===== src/sdm_pkg.sv =====
// shared types and constants for the signed division magic number block
// no dependencies

package sdm_pkg;

  localparam int unsigned WordWidth  = 32;
  localparam int unsigned InWidth    = 32;
  localparam int unsigned OutWidth   = 32;
  localparam int unsigned ShiftWidth = 5;
  localparam int unsigned IterWidth  = $clog2(WordWidth + 1);
  localparam int unsigned CntWidth   = $clog2(WordWidth);

  localparam logic [WordWidth-1:0] WordHalf = {1'b1, {(WordWidth-1){1'b0}}};
  localparam logic [WordWidth-1:0] WordOne  = WordWidth'(1);
  localparam logic [WordWidth-1:0] WordOnes = {WordWidth{1'b1}};

  typedef enum logic [2:0] {
    StIdle,
    StDiv2,
    StAnc,
    StInit1,
    StDiv1,
    StSeed,
    StLoop,
    StFinish
  } sdm_state_e;

  typedef struct packed {
    logic load;
    logic div_step;
    logic set_anc;
    logic init1;
    logic seed;
    logic loop_step;
    logic finish;
  } sdm_cmd_t;

  typedef struct packed {
    logic bad;
    logic stop;
    logic it_zero;
    logic it_full;
  } sdm_status_t;

endpackage


===== src/sdm_datapath.sv =====
// datapath: shared restoring divider, nc computation, doubling loop and result register
// depends on sdm_pkg

module sdm_datapath (
  input  logic                         clk_i,
  input  sdm_pkg::sdm_cmd_t            cmd_i,
  output sdm_pkg::sdm_status_t         status_o,
  input  logic [sdm_pkg::InWidth-1:0]  divisor_i,
  output logic [sdm_pkg::OutWidth-1:0] magic_multiplier_o,
  output logic [sdm_pkg::ShiftWidth-1:0] post_shift_o,
  output logic                         status_bit_o,
  output logic                         power_of_two_o
);
  import sdm_pkg::*;

  logic [WordWidth-1:0] ad_q, ad_d;
  logic                 neg_q, neg_d;
  logic                 bad_q, bad_d;
  logic                 pow_q, pow_d;
  logic [WordWidth-1:0] rem_q, rem_d;
  logic [WordWidth-1:0] dq_q, dq_d;
  logic [WordWidth-1:0] dsr_q, dsr_d;
  logic [WordWidth-1:0] anc_q, anc_d;
  logic [WordWidth-1:0] q1_q, q1_d, r1_q, r1_d;
  logic [WordWidth-1:0] q2_q, q2_d, r2_q, r2_d;
  logic [IterWidth-1:0] it_q, it_d;
  logic [OutWidth-1:0]  mult_out_q, mult_out_d;
  logic [ShiftWidth-1:0] shift_out_q, shift_out_d;
  logic                 stat_out_q, stat_out_d;
  logic                 pow_out_q, pow_out_d;

  logic [WordWidth-1:0] in_u, in_ad;
  logic                 in_neg;
  logic [WordWidth:0]   cand, diff;
  logic                 cand_ge;
  logic [WordWidth-1:0] rem_p1, tmod, anc_raw;
  logic [WordWidth-1:0] r1s, r2s, delta, mult, mult_sgn;
  logic                 r1_ge, r2_ge;
  logic [IterWidth-1:0] it_m1;

  always_comb begin
    in_u   = divisor_i[WordWidth-1:0];
    in_neg = in_u[WordWidth-1];
    in_ad  = in_neg ? (WordWidth'(0) - in_u) : in_u;

    // one restoring step
    cand    = {rem_q, dq_q[WordWidth-1]};
    diff    = cand - {1'b0, dsr_q};
    cand_ge = (cand >= {1'b0, dsr_q});

    // remainder of 2^(w-1)+neg by |d| from that of 2^(w-1)
    rem_p1  = rem_q + WordOne;
    if (neg_q) begin
      tmod = (rem_p1 == ad_q) ? '0 : rem_p1;
    end else begin
      tmod = rem_q;
    end
    anc_raw = WordHalf + WordWidth'(neg_q) - WordOne - tmod;

    r1s   = {r1_q[WordWidth-2:0], 1'b0};
    r2s   = {r2_q[WordWidth-2:0], 1'b0};
    r1_ge = (r1s >= anc_q);
    r2_ge = (r2s >= ad_q);
    delta = ad_q - r2_q;

    mult     = q2_q + WordOne;
    mult_sgn = neg_q ? (WordWidth'(0) - mult) : mult;
    it_m1    = it_q - IterWidth'(1);

    ad_d  = ad_q;
    neg_d = neg_q;
    bad_d = bad_q;
    pow_d = pow_q;
    rem_d = rem_q;
    dq_d  = dq_q;
    dsr_d = dsr_q;
    anc_d = anc_q;
    q1_d  = q1_q;
    r1_d  = r1_q;
    q2_d  = q2_q;
    r2_d  = r2_q;
    it_d  = it_q;
    mult_out_d  = mult_out_q;
    shift_out_d = shift_out_q;
    stat_out_d  = stat_out_q;
    pow_out_d   = pow_out_q;

    if (cmd_i.load) begin
      ad_d  = in_ad;
      neg_d = in_neg;
      bad_d = (in_u == '0) || (in_u == WordOne) || (in_u == WordOnes);
      pow_d = ((in_ad & (in_ad - WordOne)) == '0);
      rem_d = '0;
      dq_d  = WordHalf;
      dsr_d = in_ad;
    end
    if (cmd_i.div_step) begin
      rem_d = cand_ge ? diff[WordWidth-1:0] : cand[WordWidth-1:0];
      dq_d  = {dq_q[WordWidth-2:0], cand_ge};
    end
    if (cmd_i.set_anc) begin
      q2_d  = dq_q;
      r2_d  = rem_q;
      anc_d = (anc_raw == '0) ? WordOne : anc_raw;
    end
    if (cmd_i.init1) begin
      rem_d = '0;
      dq_d  = WordHalf;
      dsr_d = anc_q;
    end
    if (cmd_i.seed) begin
      q1_d = dq_q;
      r1_d = rem_q;
      it_d = '0;
    end
    if (cmd_i.loop_step) begin
      q1_d = {q1_q[WordWidth-2:0], 1'b0} + WordWidth'(r1_ge);
      r1_d = r1_ge ? (r1s - anc_q) : r1s;
      q2_d = {q2_q[WordWidth-2:0], 1'b0} + WordWidth'(r2_ge);
      r2_d = r2_ge ? (r2s - ad_q) : r2s;
      it_d = it_q + IterWidth'(1);
    end
    if (cmd_i.finish) begin
      mult_out_d  = bad_q ? '0 : OutWidth'(mult_sgn);
      shift_out_d = bad_q ? '0 : ShiftWidth'(it_m1);
      stat_out_d  = bad_q;
      pow_out_d   = pow_q & ~bad_q;
    end
  end

  always_ff @(posedge clk_i) begin
    ad_q  <= ad_d;
    neg_q <= neg_d;
    bad_q <= bad_d;
    pow_q <= pow_d;
    rem_q <= rem_d;
    dq_q  <= dq_d;
    dsr_q <= dsr_d;
    anc_q <= anc_d;
    q1_q  <= q1_d;
    r1_q  <= r1_d;
    q2_q  <= q2_d;
    r2_q  <= r2_d;
    it_q  <= it_d;
    mult_out_q  <= mult_out_d;
    shift_out_q <= shift_out_d;
    stat_out_q  <= stat_out_d;
    pow_out_q   <= pow_out_d;
  end

  assign status_o.bad     = bad_q;
  assign status_o.stop    = ~((q1_q < delta) || ((q1_q == delta) && (r1_q == '0)));
  assign status_o.it_zero = (it_q == '0);
  assign status_o.it_full = (it_q == IterWidth'(WordWidth));

  assign magic_multiplier_o = mult_out_q;
  assign post_shift_o       = shift_out_q;
  assign status_bit_o       = stat_out_q;
  assign power_of_two_o     = pow_out_q;

endmodule


===== src/sdm_ctrl.sv =====
// controller: sequences the two divisions, the doubling loop and the output transfer
// depends on sdm_pkg

module sdm_ctrl (
  input  logic                 clk_i,
  input  logic                 rst_ni,
  input  logic                 in_valid_i,
  output logic                 in_ready_o,
  output logic                 out_valid_o,
  input  logic                 out_ready_i,
  input  sdm_pkg::sdm_status_t status_i,
  output sdm_pkg::sdm_cmd_t    cmd_o
);
  import sdm_pkg::*;

  sdm_state_e          state_q, state_d;
  logic [CntWidth-1:0] cnt_q, cnt_d;
  logic                out_valid_q, out_valid_d;
  logic                cnt_last;

  always_ff @(posedge clk_i or negedge rst_ni) begin
    if (!rst_ni) begin
      state_q     <= StIdle;
      cnt_q       <= '0;
      out_valid_q <= 1'b0;
    end else begin
      state_q     <= state_d;
      cnt_q       <= cnt_d;
      out_valid_q <= out_valid_d;
    end
  end

  always_comb begin
    state_d     = state_q;
    cnt_d       = cnt_q;
    out_valid_d = out_valid_q & ~out_ready_i;
    cmd_o       = '0;
    in_ready_o  = 1'b0;
    cnt_last    = (cnt_q == CntWidth'(WordWidth - 1));

    case (state_q)
      StIdle: begin
        in_ready_o = 1'b1;
        if (in_valid_i) begin
          cmd_o.load = 1'b1;
          cnt_d      = '0;
          state_d    = StDiv2;
        end
      end
      StDiv2: begin
        if (status_i.bad) begin
          state_d = StFinish;
        end else begin
          cmd_o.div_step = 1'b1;
          cnt_d          = cnt_q + CntWidth'(1);
          if (cnt_last) begin
            state_d = StAnc;
          end
        end
      end
      StAnc: begin
        cmd_o.set_anc = 1'b1;
        state_d       = StInit1;
      end
      StInit1: begin
        cmd_o.init1 = 1'b1;
        cnt_d       = '0;
        state_d     = StDiv1;
      end
      StDiv1: begin
        cmd_o.div_step = 1'b1;
        cnt_d          = cnt_q + CntWidth'(1);
        if (cnt_last) begin
          state_d = StSeed;
        end
      end
      StSeed: begin
        cmd_o.seed = 1'b1;
        state_d    = StLoop;
      end
      StLoop: begin
        if ((!status_i.it_zero && status_i.stop) || status_i.it_full) begin
          state_d = StFinish;
        end else begin
          cmd_o.loop_step = 1'b1;
        end
      end
      StFinish: begin
        if (!out_valid_q || out_ready_i) begin
          cmd_o.finish = 1'b1;
          out_valid_d  = 1'b1;
          state_d      = StIdle;
        end
      end
      default: begin
        state_d = StIdle;
      end
    endcase
  end

  assign out_valid_o = out_valid_q;

endmodule


===== src/signed_division_magic_number.sv =====
// top level of the signed division magic number block
// depends on sdm_pkg, sdm_ctrl and sdm_datapath
//
// channel  direction  handshake               payload
// in       input      in_valid_i/in_ready_o   divisor_i
// out      output     out_valid_o/out_ready_i magic_multiplier_o, post_shift_o,
//                                             status_o, power_of_two_o
//
// one item at a time: a load, two serial divisions on the shared restoring
// divider, the set-up states StAnc, StInit1 and StSeed, 1 to 32 doubling
// iterations and a final write of the result register; bad divisors go from
// StDiv2 straight to StFinish
// reset is asynchronous, active low, and clears the controller only
// a new divisor is taken while the previous result waits in the output
// register; the block stalls before writing a result until that register is free

module signed_division_magic_number (
  input  logic                           clk_i,
  input  logic                           rst_ni,
  input  logic                           in_valid_i,
  output logic                           in_ready_o,
  input  logic [sdm_pkg::InWidth-1:0]    divisor_i,
  output logic                           out_valid_o,
  input  logic                           out_ready_i,
  output logic [sdm_pkg::OutWidth-1:0]   magic_multiplier_o,
  output logic [sdm_pkg::ShiftWidth-1:0] post_shift_o,
  output logic                           status_o,
  output logic                           power_of_two_o
);
  import sdm_pkg::*;

  sdm_cmd_t    cmd;
  sdm_status_t status;

  sdm_ctrl u_ctrl (
    .clk_i       (clk_i),
    .rst_ni      (rst_ni),
    .in_valid_i  (in_valid_i),
    .in_ready_o  (in_ready_o),
    .out_valid_o (out_valid_o),
    .out_ready_i (out_ready_i),
    .status_i    (status),
    .cmd_o       (cmd)
  );

  sdm_datapath u_datapath (
    .clk_i              (clk_i),
    .cmd_i              (cmd),
    .status_o           (status),
    .divisor_i          (divisor_i),
    .magic_multiplier_o (magic_multiplier_o),
    .post_shift_o       (post_shift_o),
    .status_bit_o       (status_o),
    .power_of_two_o     (power_of_two_o)
  );

endmodule


===== config.mk =====
export PLATFORM = sky130hd
export DESIGN_NAME = signed_division_magic_number
export DESIGN_NICKNAME = d
export VERILOG_FILES = /design/src/sdm_pkg.sv /design/src/sdm_datapath.sv /design/src/sdm_ctrl.sv /design/src/signed_division_magic_number.sv
export SDC_FILE = /design/constraint.sdc
export NUM_CORES = 1
export LEC_CHECK = 0
export BUFFER_PORTS_ARGS = -buffer_cell sky130_fd_sc_hd__buf_4
export CAP_MARGIN = 20
export CORE_ASPECT_RATIO = 1.25
export CORE_MARGIN = 3
export CORE_UTILIZATION = 58
export DETAILED_ROUTE_END_ITERATION = 16
export GPL_TIMING_DRIVEN = 0
export MAX_ROUTING_LAYER = met4
export PLACE_DENSITY = 0.78
export SYNTH_ARGS = -nofsm -noshare
export SYNTH_HDL_FRONTEND = slang
export SYNTH_SLANG_ARGS = --single-unit

===== constraint.sdc =====
create_clock -name clk_i -period 6.99 [get_ports clk_i]
set_input_delay 1.398 -clock clk_i [delete_from_list [all_inputs] [get_ports clk_i]]
set_output_delay 1.398 -clock clk_i [all_outputs]
set_load 0.01 [all_outputs]

==> metrics, run 1 <==
outcome finished, final reports clean; post-synthesis instance total approximately 3200; WHS ~0.48 ns; cell taking the most area after synthesis edfxtp_1; dpl hpwl 84.1 mm; vias in the first global route roughly 27000; Final Slew Violations 0; core area around 0.047 mm2; minimum clock period 6.96 ns; synth top area cells edfxtp_1 30%, ha_1 7.8%, xnor2_1 5.5%; Pleak between 0.01 and 0.015 uW; Vias roughly 27000; drt wl/cell around 27 um; Initial Util 59.3%; Crit path arrival time around 7.4 ns; # rows between 80 and 90; first-pass GRT wire length about 160 mm; buffers added on ports 74; GR Overflow Total 0; Critical Path RT about 7.4 ns; post-layout util around 67%; Final Hold Viols 0; Combinational Power Share between 50 and 60%; # hold bufs at CTS 0; placed insts roughly 3900; Setup TNS 0 ns; Nets between 3000 and 4000; Bufs on Longest Clock Path 3; Via density 6.70; Area Overhead vs Synth 13.5%; most common cell after layout, fill and taps aside a21oi_1; initial antenna violation count 5; clk_lat worst skew roughly 0.59 ns; DRT antenna net count 0; chip height between 200 and 300 um; CTS sink cnt between 300 and 400; final WL 109 mm; worst-path fanout max 10; area of the mapped netlist between 0.02 and 0.03 mm2; CTS clk-pin slew, worst paths about 0.06 ns; Synth Flop Type edfxtp_1; Remaining DRCs 0; TritonCTS clock tree done; clk_skew about 0.016 ns; final std cells w/o fill approximately 4100; post-synth top area share approximately 30%; root buffer cell clkbuf_16; Final GP Congestion ~1.1; Clock power frac about 15%; Post-synth EDFFs ~270; Psw between 6000 and 7000 uW; Syn Area/Cell ~8.6 um2; fraction of layout cells with a size suffix above 1 about 12%; Layout fillers between 3000 and 4000; die width 201 um; crit path capture type flop; FF+latch count, synth 345; largest net degree at the start of global routing 38; Pwr Total approximately 14000 uW; IO Pins 77; upper clock frequency limit around 140 MHz; startpoint types flop; Seq/Total Area, Yosys around a third; internal power approximately 7500 uW; HP Class reg2reg; first drt pass iteration count 7; fraction of registers with async set/reset 2.61%; Worst-Margin Slew 1.26 ns; share of power burned in registers 26.5%; DRT iter0 DRCs between 2000 and 3000; critical path class reg2reg; Rel. slew slack 16.2%; Synth Net Count around 3400; Die ar. between 0.05 and 0.06 mm2; Tcrit/Tclk final between 90% and 100%; total CTS buffers 38; synth warn 0; PwrDens 455 mW/mm2; Worst VDD drop roughly 0.26 mV; GRT Total Usage 43.1%; Distinct cells, synth 94; commonest non-fill, non-tap cells in the layout 291 x a21oi_1, 287 x nand2_1, 272 x edfxtp_1; endpoints failing setup 0; Switching Share a little under half; Max Cap Violations 0; H-tree depth 2
[power by group through the flow]
stage | Sequential [uW] | Combinational [uW] | Clock, uW
4_1_cts | 3740 | 8060 | 2080
6_report | 3780 | 8430 | 2080
3_5_place_dp | 3790 | 7680 | 0
5_1_grt | 3820 | 9050 | 2160
3_3_place_gp | 3790 | 7390 | 0
2_1_floorplan | 3610 | 5370 | 0
[path summary, 6_finish.rpt]
kind	slack [ns]	startpoint	cells after the start	to
setup / recovery	0.03	u_datapath.neg_q$_DFFE_PP_	18	u_datapath.anc_q[0]$_SDFFCE_PN1P_
hold / removal	0.48	u_datapath.dq_q[22]$_SDFFE_PP0P_	2	u_datapath.dq_q[23]$_SDFFE_PP0P_
setup reg to reg	0.03	u_datapath.neg_q$_DFFE_PP_	18	u_datapath.anc_q[0]$_SDFFCE_PN1P_
hold reg to reg	0.48	u_datapath.dq_q[22]$_SDFFE_PP0P_	2	u_datapath.dq_q[23]$_SDFFE_PP0P_
max in group asynchronous	6.22	rst_ni	1	u_ctrl.cnt_q[1]$_DFFE_PN0P_
min in group asynchronous	0.63	rst_ni	1	u_ctrl.state_q[1]$_DFFE_PN0P_
[worst max-delay path: stages, from the launching register on]
cell	delay (ns)
edfxtp_1	0.42
clkinv_1	0.33
clkbuf_1	0.70
clkdlybuf4s15_2	0.69
buf_1	0.86
clkbuf_1	0.72
a2bb2oi_1	0.14
ha_2	0.24
nand2_2	0.14
nor4_4	0.06
buf_4	0.18
o211a_1	0.19
and3_2	0.27
and2_1	0.20
a41o_1	0.25
a21o_1	0.22
nor4_1	0.28
or4b_4	0.54
o32ai_4	0.31
[cell usage after synthesis (all sizes together) (31+ instances only)]
cell type and count:
mux2i 33, inv 211, o21ai 191, dfxtp 64
a21oi 295, a21o 58, o21a 37, nor4 55
mux2 69, buf 32, a31oi 31, nor3 84
xnor2 175, xor2 102, or3 31, nand3 118
nor2b 32, ha 173, edfxtp 272, nand2b 35
and3 34, clkbuf 133, nand4 62, nand2 290
nor2 280
[flip-flops by register name (all words and copies together) (netlist names), 6 cells and up]
| signal | flops |
|---|---|
| u_datapath.dsr_q | 32 |
| u_datapath.dq_q | 32 |
| u_datapath.r2_q | 32 |
| u_datapath.magic_multiplier_o | 32 |
| u_datapath.q1_q | 32 |
| u_datapath.it_q | 6 |
| u_datapath.ad_q | 32 |
| u_datapath.r1_q | 32 |
| u_datapath.q2_q | 32 |
| u_datapath.rem_q | 32 |
| u_datapath.anc_q | 32 |
[cell type report]
type	count	area [um2]	area share (%)
tap	630	788	2.51
sequential	345	9680	30.8
buffer	158	800	2.54
multi-input combinational	2514	17100	54.4
antenna	4	10.0	0.0318
inverter	212	796	2.53
timing repair buffer	120	1020	3.24
clock inverter	22	233	0.740
clock buffer	47	1020	3.23
[per-layer routing]
layer | up-vias | track usage (%) | part of all wire [%]
li1 | 12100 | - | -
met1 | 12800 | 46.0 | 34
met2 | 1662 | 68.8 | 46
met3 | 558 | 7.72 | 8.7
met4 | 0 | 37.8 | 11
met5 | - | - | 0
[metrics by stage]
step / setup WS (ns) / instance area [um2]
after global placement: -2.77 / 29000
after detailed placement: -2.84 / 29200
after global routing: -0.00620 / 31400
final: 0.0302 / 31400
after floorplan: 0.231 / 27700
after CTS: 0.00829 / 31100
[timing repair]
item,CTS,global route
resized for setup,117,76
setup buffers,24,13
gates cloned,6,0
setup endpoints to repair,282,272
pin swaps,12,15
[cells by family (layout without fill, tap and decap cells)]
kind of cell,after synthesis,after routing,share of synthesized area [%]
compound gates,825,828,18.5
xor+xnor,278,278,8.85
fa+ha+maj,177,177,8.11
buf+inv,377,559,5.27
flops,345,345,34.9
mux,102,102,4.00
other cells,0,4,0
simple gates,1126,1129,20.4
(Power assumes the default switching activity.)
==> inputs of run 2 (changes only) <==
--- a/config.mk
+++ b/config.mk
@@ -5,6 +5,7 @@
 export SDC_FILE = /design/constraint.sdc
 export NUM_CORES = 1
 export LEC_CHECK = 0
+export ABC_AREA = 1
 export BUFFER_PORTS_ARGS = -buffer_cell sky130_fd_sc_hd__buf_4
 export CAP_MARGIN = 20
 export CORE_ASPECT_RATIO = 1.25
==> run 2 against run 1 <==
Cell count increased by 15%. Setup slack gained 0.41 ns. Clock skew grew 0.0067 ns. Routed wire length down 14%. Die area down 0.67%. Clock power grew 3%. Sequential cell count unchanged. Critical endpoint is now u_datapath.r1_q[0]$_DFFE_PP_. Largest power group is now sequential cells. Highest routed layer unchanged.
==> metrics, run 2 <==
first-pass GRT wire length 141 mm (-12%); Via density 5.77 (-14%); Area Overhead vs Synth 10.7%; worst reg2reg path depth 26 (+8); endpoints failing setup 0 (unchanged); Synth Flop Type edfxtp_1; Worst VDD drop 0.168 mV (-35%); Crit path arrival time 6.96 ns (-0.39 ns); synth top area cells edfxtp_1 30%, nand2_1 14%, ha_1 7.9%; slowest stage cell, crit path or4_1; Nets 4205 (+17%); total CTS buffers 38 (unchanged); fraction of registers with async set/reset 2.61% (unchanged); crit path capture type flop; final WL 94.1 mm (-14%); initial antenna violation count 2 (-3); Initial Util 59.2% (-0.13 points); worst r2r src u_datapath.ad_q[2]$_DFFE_PP_; outcome finished, final reports clean; placed insts 4577 (+16%); reg2reg end u_datapath.r1_q[0]$_DFFE_PP_; core area 0.0465 mm2 (-0.47%); CTS clk-pin slew, worst paths 0.07 ns (about the same); DRT iter0 DRCs 2516 (-1.9%); first drt pass iteration count 6 (-1); clk_skew 0.0230 ns (+0.00670 ns); Critical Path RT 7.40 ns (+0.02 ns); Pleak 0.0140 uW (+11%); final std cells w/o fill 4652 (+15%); Synth Net Count 4078 (+18%); Pwr Total 4480 uW (-69%); vias in the first global route 25400 (-5.1%); critical path class reg2reg; H-tree depth 2 (unchanged); Syn Area/Cell 7.11 um2 (-17%); GRT Total Usage 37.6% (-5.5 points); Max Cap Violations 0 (unchanged); Final GP Congestion 1.07 (-1.5%); r2r setup slk 0.44 ns (+0.41 ns); buffers added on ports 76 (+2.7%); PwrDens 147 mW/mm2 (-68%); RSZ-0062 raised after global routing no; dpl hpwl 77.1 mm (-8.4%); count leader, synth nand2_1; post-layout util 65.5% (-1.8 points); Seq/Total Area, Yosys 35.2% (+0.24 points); Die ar. 0.0501 mm2 (-0.67%); Synth top cells by count 1034 x nand2_1, 473 x inv_1, 425 x nor2_1; upper clock frequency limit 153 MHz (+6.2%); DRT antenna net count 0 (unchanged); DP Worst Slack -0.912 ns (+1.93 ns); Final Hold Viols 0 (unchanged); CTS sink cnt 345 (unchanged); cell taking the most area after synthesis edfxtp_1; HP Class reg2reg; # rows 88 (unchanged); clk_lat worst skew 0.57 ns (-0.02 ns); GR Overflow Total 0 (unchanged); drt wl/cell 20.2 um (-25%); root buffer cell clkbuf_16; worst-path fanout max 10 (unchanged); Final Worst Setup Slack 0.437 ns (+0.407 ns); largest net degree at the start of global routing 66 (+74%); chip height 249 um (-0.34%); Vias 26800 (-1.3%); TritonCTS clock tree done; IO Pins 77 (unchanged); most common cell after layout, fill and taps aside nand2_1; post-synthesis instance total 3865 (+20%); commonest non-fill, non-tap cells in the layout 1033 x nand2_1, 471 x inv_1, 424 x nor2_1; Setup crit end u_datapath.r1_q[0]$_DFFE_PP_; Worst-Margin Slew 1.22 ns (-0.0344 ns); Max stage delay on crit path 0.57 ns (-0.29 ns); Final Slew Violations 0 (unchanged); Worst setup startpoint u_datapath.ad_q[2]$_DFFE_PP_; area of the mapped netlist 0.0275 mm2 (-0.69%); minimum clock period 6.55 ns (-0.407 ns); synth warn 0 (unchanged); Remaining DRCs 0 (unchanged); Post-synth EDFFs 272 (unchanged); post-synth top area share 29.7% (+0.20 points); Rel. slew slack 17.4% (+1.2 points); Distinct cells, synth 60 (-36%); FF+latch count, synth 345 (unchanged); startpoint types flop; fraction of layout cells with a size suffix above 1 6.62% (-5.8 points); die width 201 um (-0.33%); Bufs on Longest Clock Path 3 (unchanged); Tcrit/Tclk final 93.7% (-5.8 points)
run 2: worst min-delay path by stage:
| stage | to | depth (start not counted) | from |
|---|---|---|---|
| final | u_datapath.dq_q[16]$_SDFFE_PP0P_ | 2 | u_datapath.dq_q[16]$_SDFFE_PP0P_ |
| after detailed placement | u_datapath.status_bit_o$_DFFE_PP_ | 0 | u_datapath.bad_q$_DFFE_PP_ |
| after global routing | u_datapath.dq_q[24]$_SDFFE_PP0P_ | 2 | u_datapath.dq_q[24]$_SDFFE_PP0P_ |
| after global placement | u_datapath.status_bit_o$_DFFE_PP_ | 0 | u_datapath.bad_q$_DFFE_PP_ |
| after floorplan | u_datapath.status_bit_o$_DFFE_PP_ | 0 | u_datapath.bad_q$_DFFE_PP_ |
| after CTS | u_datapath.dq_q[24]$_SDFFE_PP0P_ | 2 | u_datapath.dq_q[24]$_SDFFE_PP0P_ |
run 2: area by class of cell:
class,count,area [um2]
diodes,1,2.50
plain buffers,98,442
clock buffers,51,1090
clock inverters,18,223
fillers,4236,16000
inverters,487,1830
multi-input cells,2935,15600
flip-flops and latches,345,9670
well taps,630,788
repair buffers,87,761
run 2: cell families after synthesis:
family | synth area share [%]
AOI/OAI and AO/OA | 14.4
adders and majority gates | 8.16
buffers and inverters | 8.15
and+or+nand+nor | 28.5
DFF | 35.2
xor gates and xnor gates | 5.66
run 2: repair_timing:
action | in CTS | in global routing
setup buffers | 1 | 3
pin swaps | 0 | 2
gates cloned | 0 | 1
gates resized for setup | 11 | 21
setup endpoints to repair | 246 | 269
hold buffers | 0 | 0
run 2: critical path: cells and delay by family (launching register included):
kind                     cells  cell delay (ns)
AO/OA/AOI/OAI               12             2.72
AND/OR/NAND/NOR              8             1.58
buffers and inverters        3             0.75
adder cells (fa/ha/maj)      2             0.68
flip-flops                   1             0.50
XOR/XNOR                     1             0.15
run 2: per-stage QoR:
| step | TNS (ns) | hold slack, ns | area, um2 |
|---|---|---|---|
| after floorplan | 0 | 0.424 | 27500 |
| after global placement | -199.40 | 0.465 | 28900 |
| after detailed placement | -114.06 | 0.465 | 29000 |
| after CTS | 0 | 0.477 | 30400 |
| after global routing | 0 | 0.500 | 30400 |
| final | 0 | 0.477 | 30400 |
run 2: where the power goes:
part | switching, uW | internal, uW | leakage, uW
sequential | 0.0000000000000420 | 2200 | 0.00334
combinational | 99.3 | 43.6 | 0.0100
clock | 883 | 1250 | 0.000633
run 2: metal layers:
| metal | vias to the layer above | track usage (%) | part of all wire, % |
|---|---|---|---|
| met1 | 12100 | 42.1 | 37 |
| met3 | 298 | 5.82 | 7.9 |
| met4 | 0 | 27.3 | 9.3 |
| met5 | - | - | 0 |
| li1 | 13100 | - | - |
| met2 | 1250 | 61.2 | 46 |
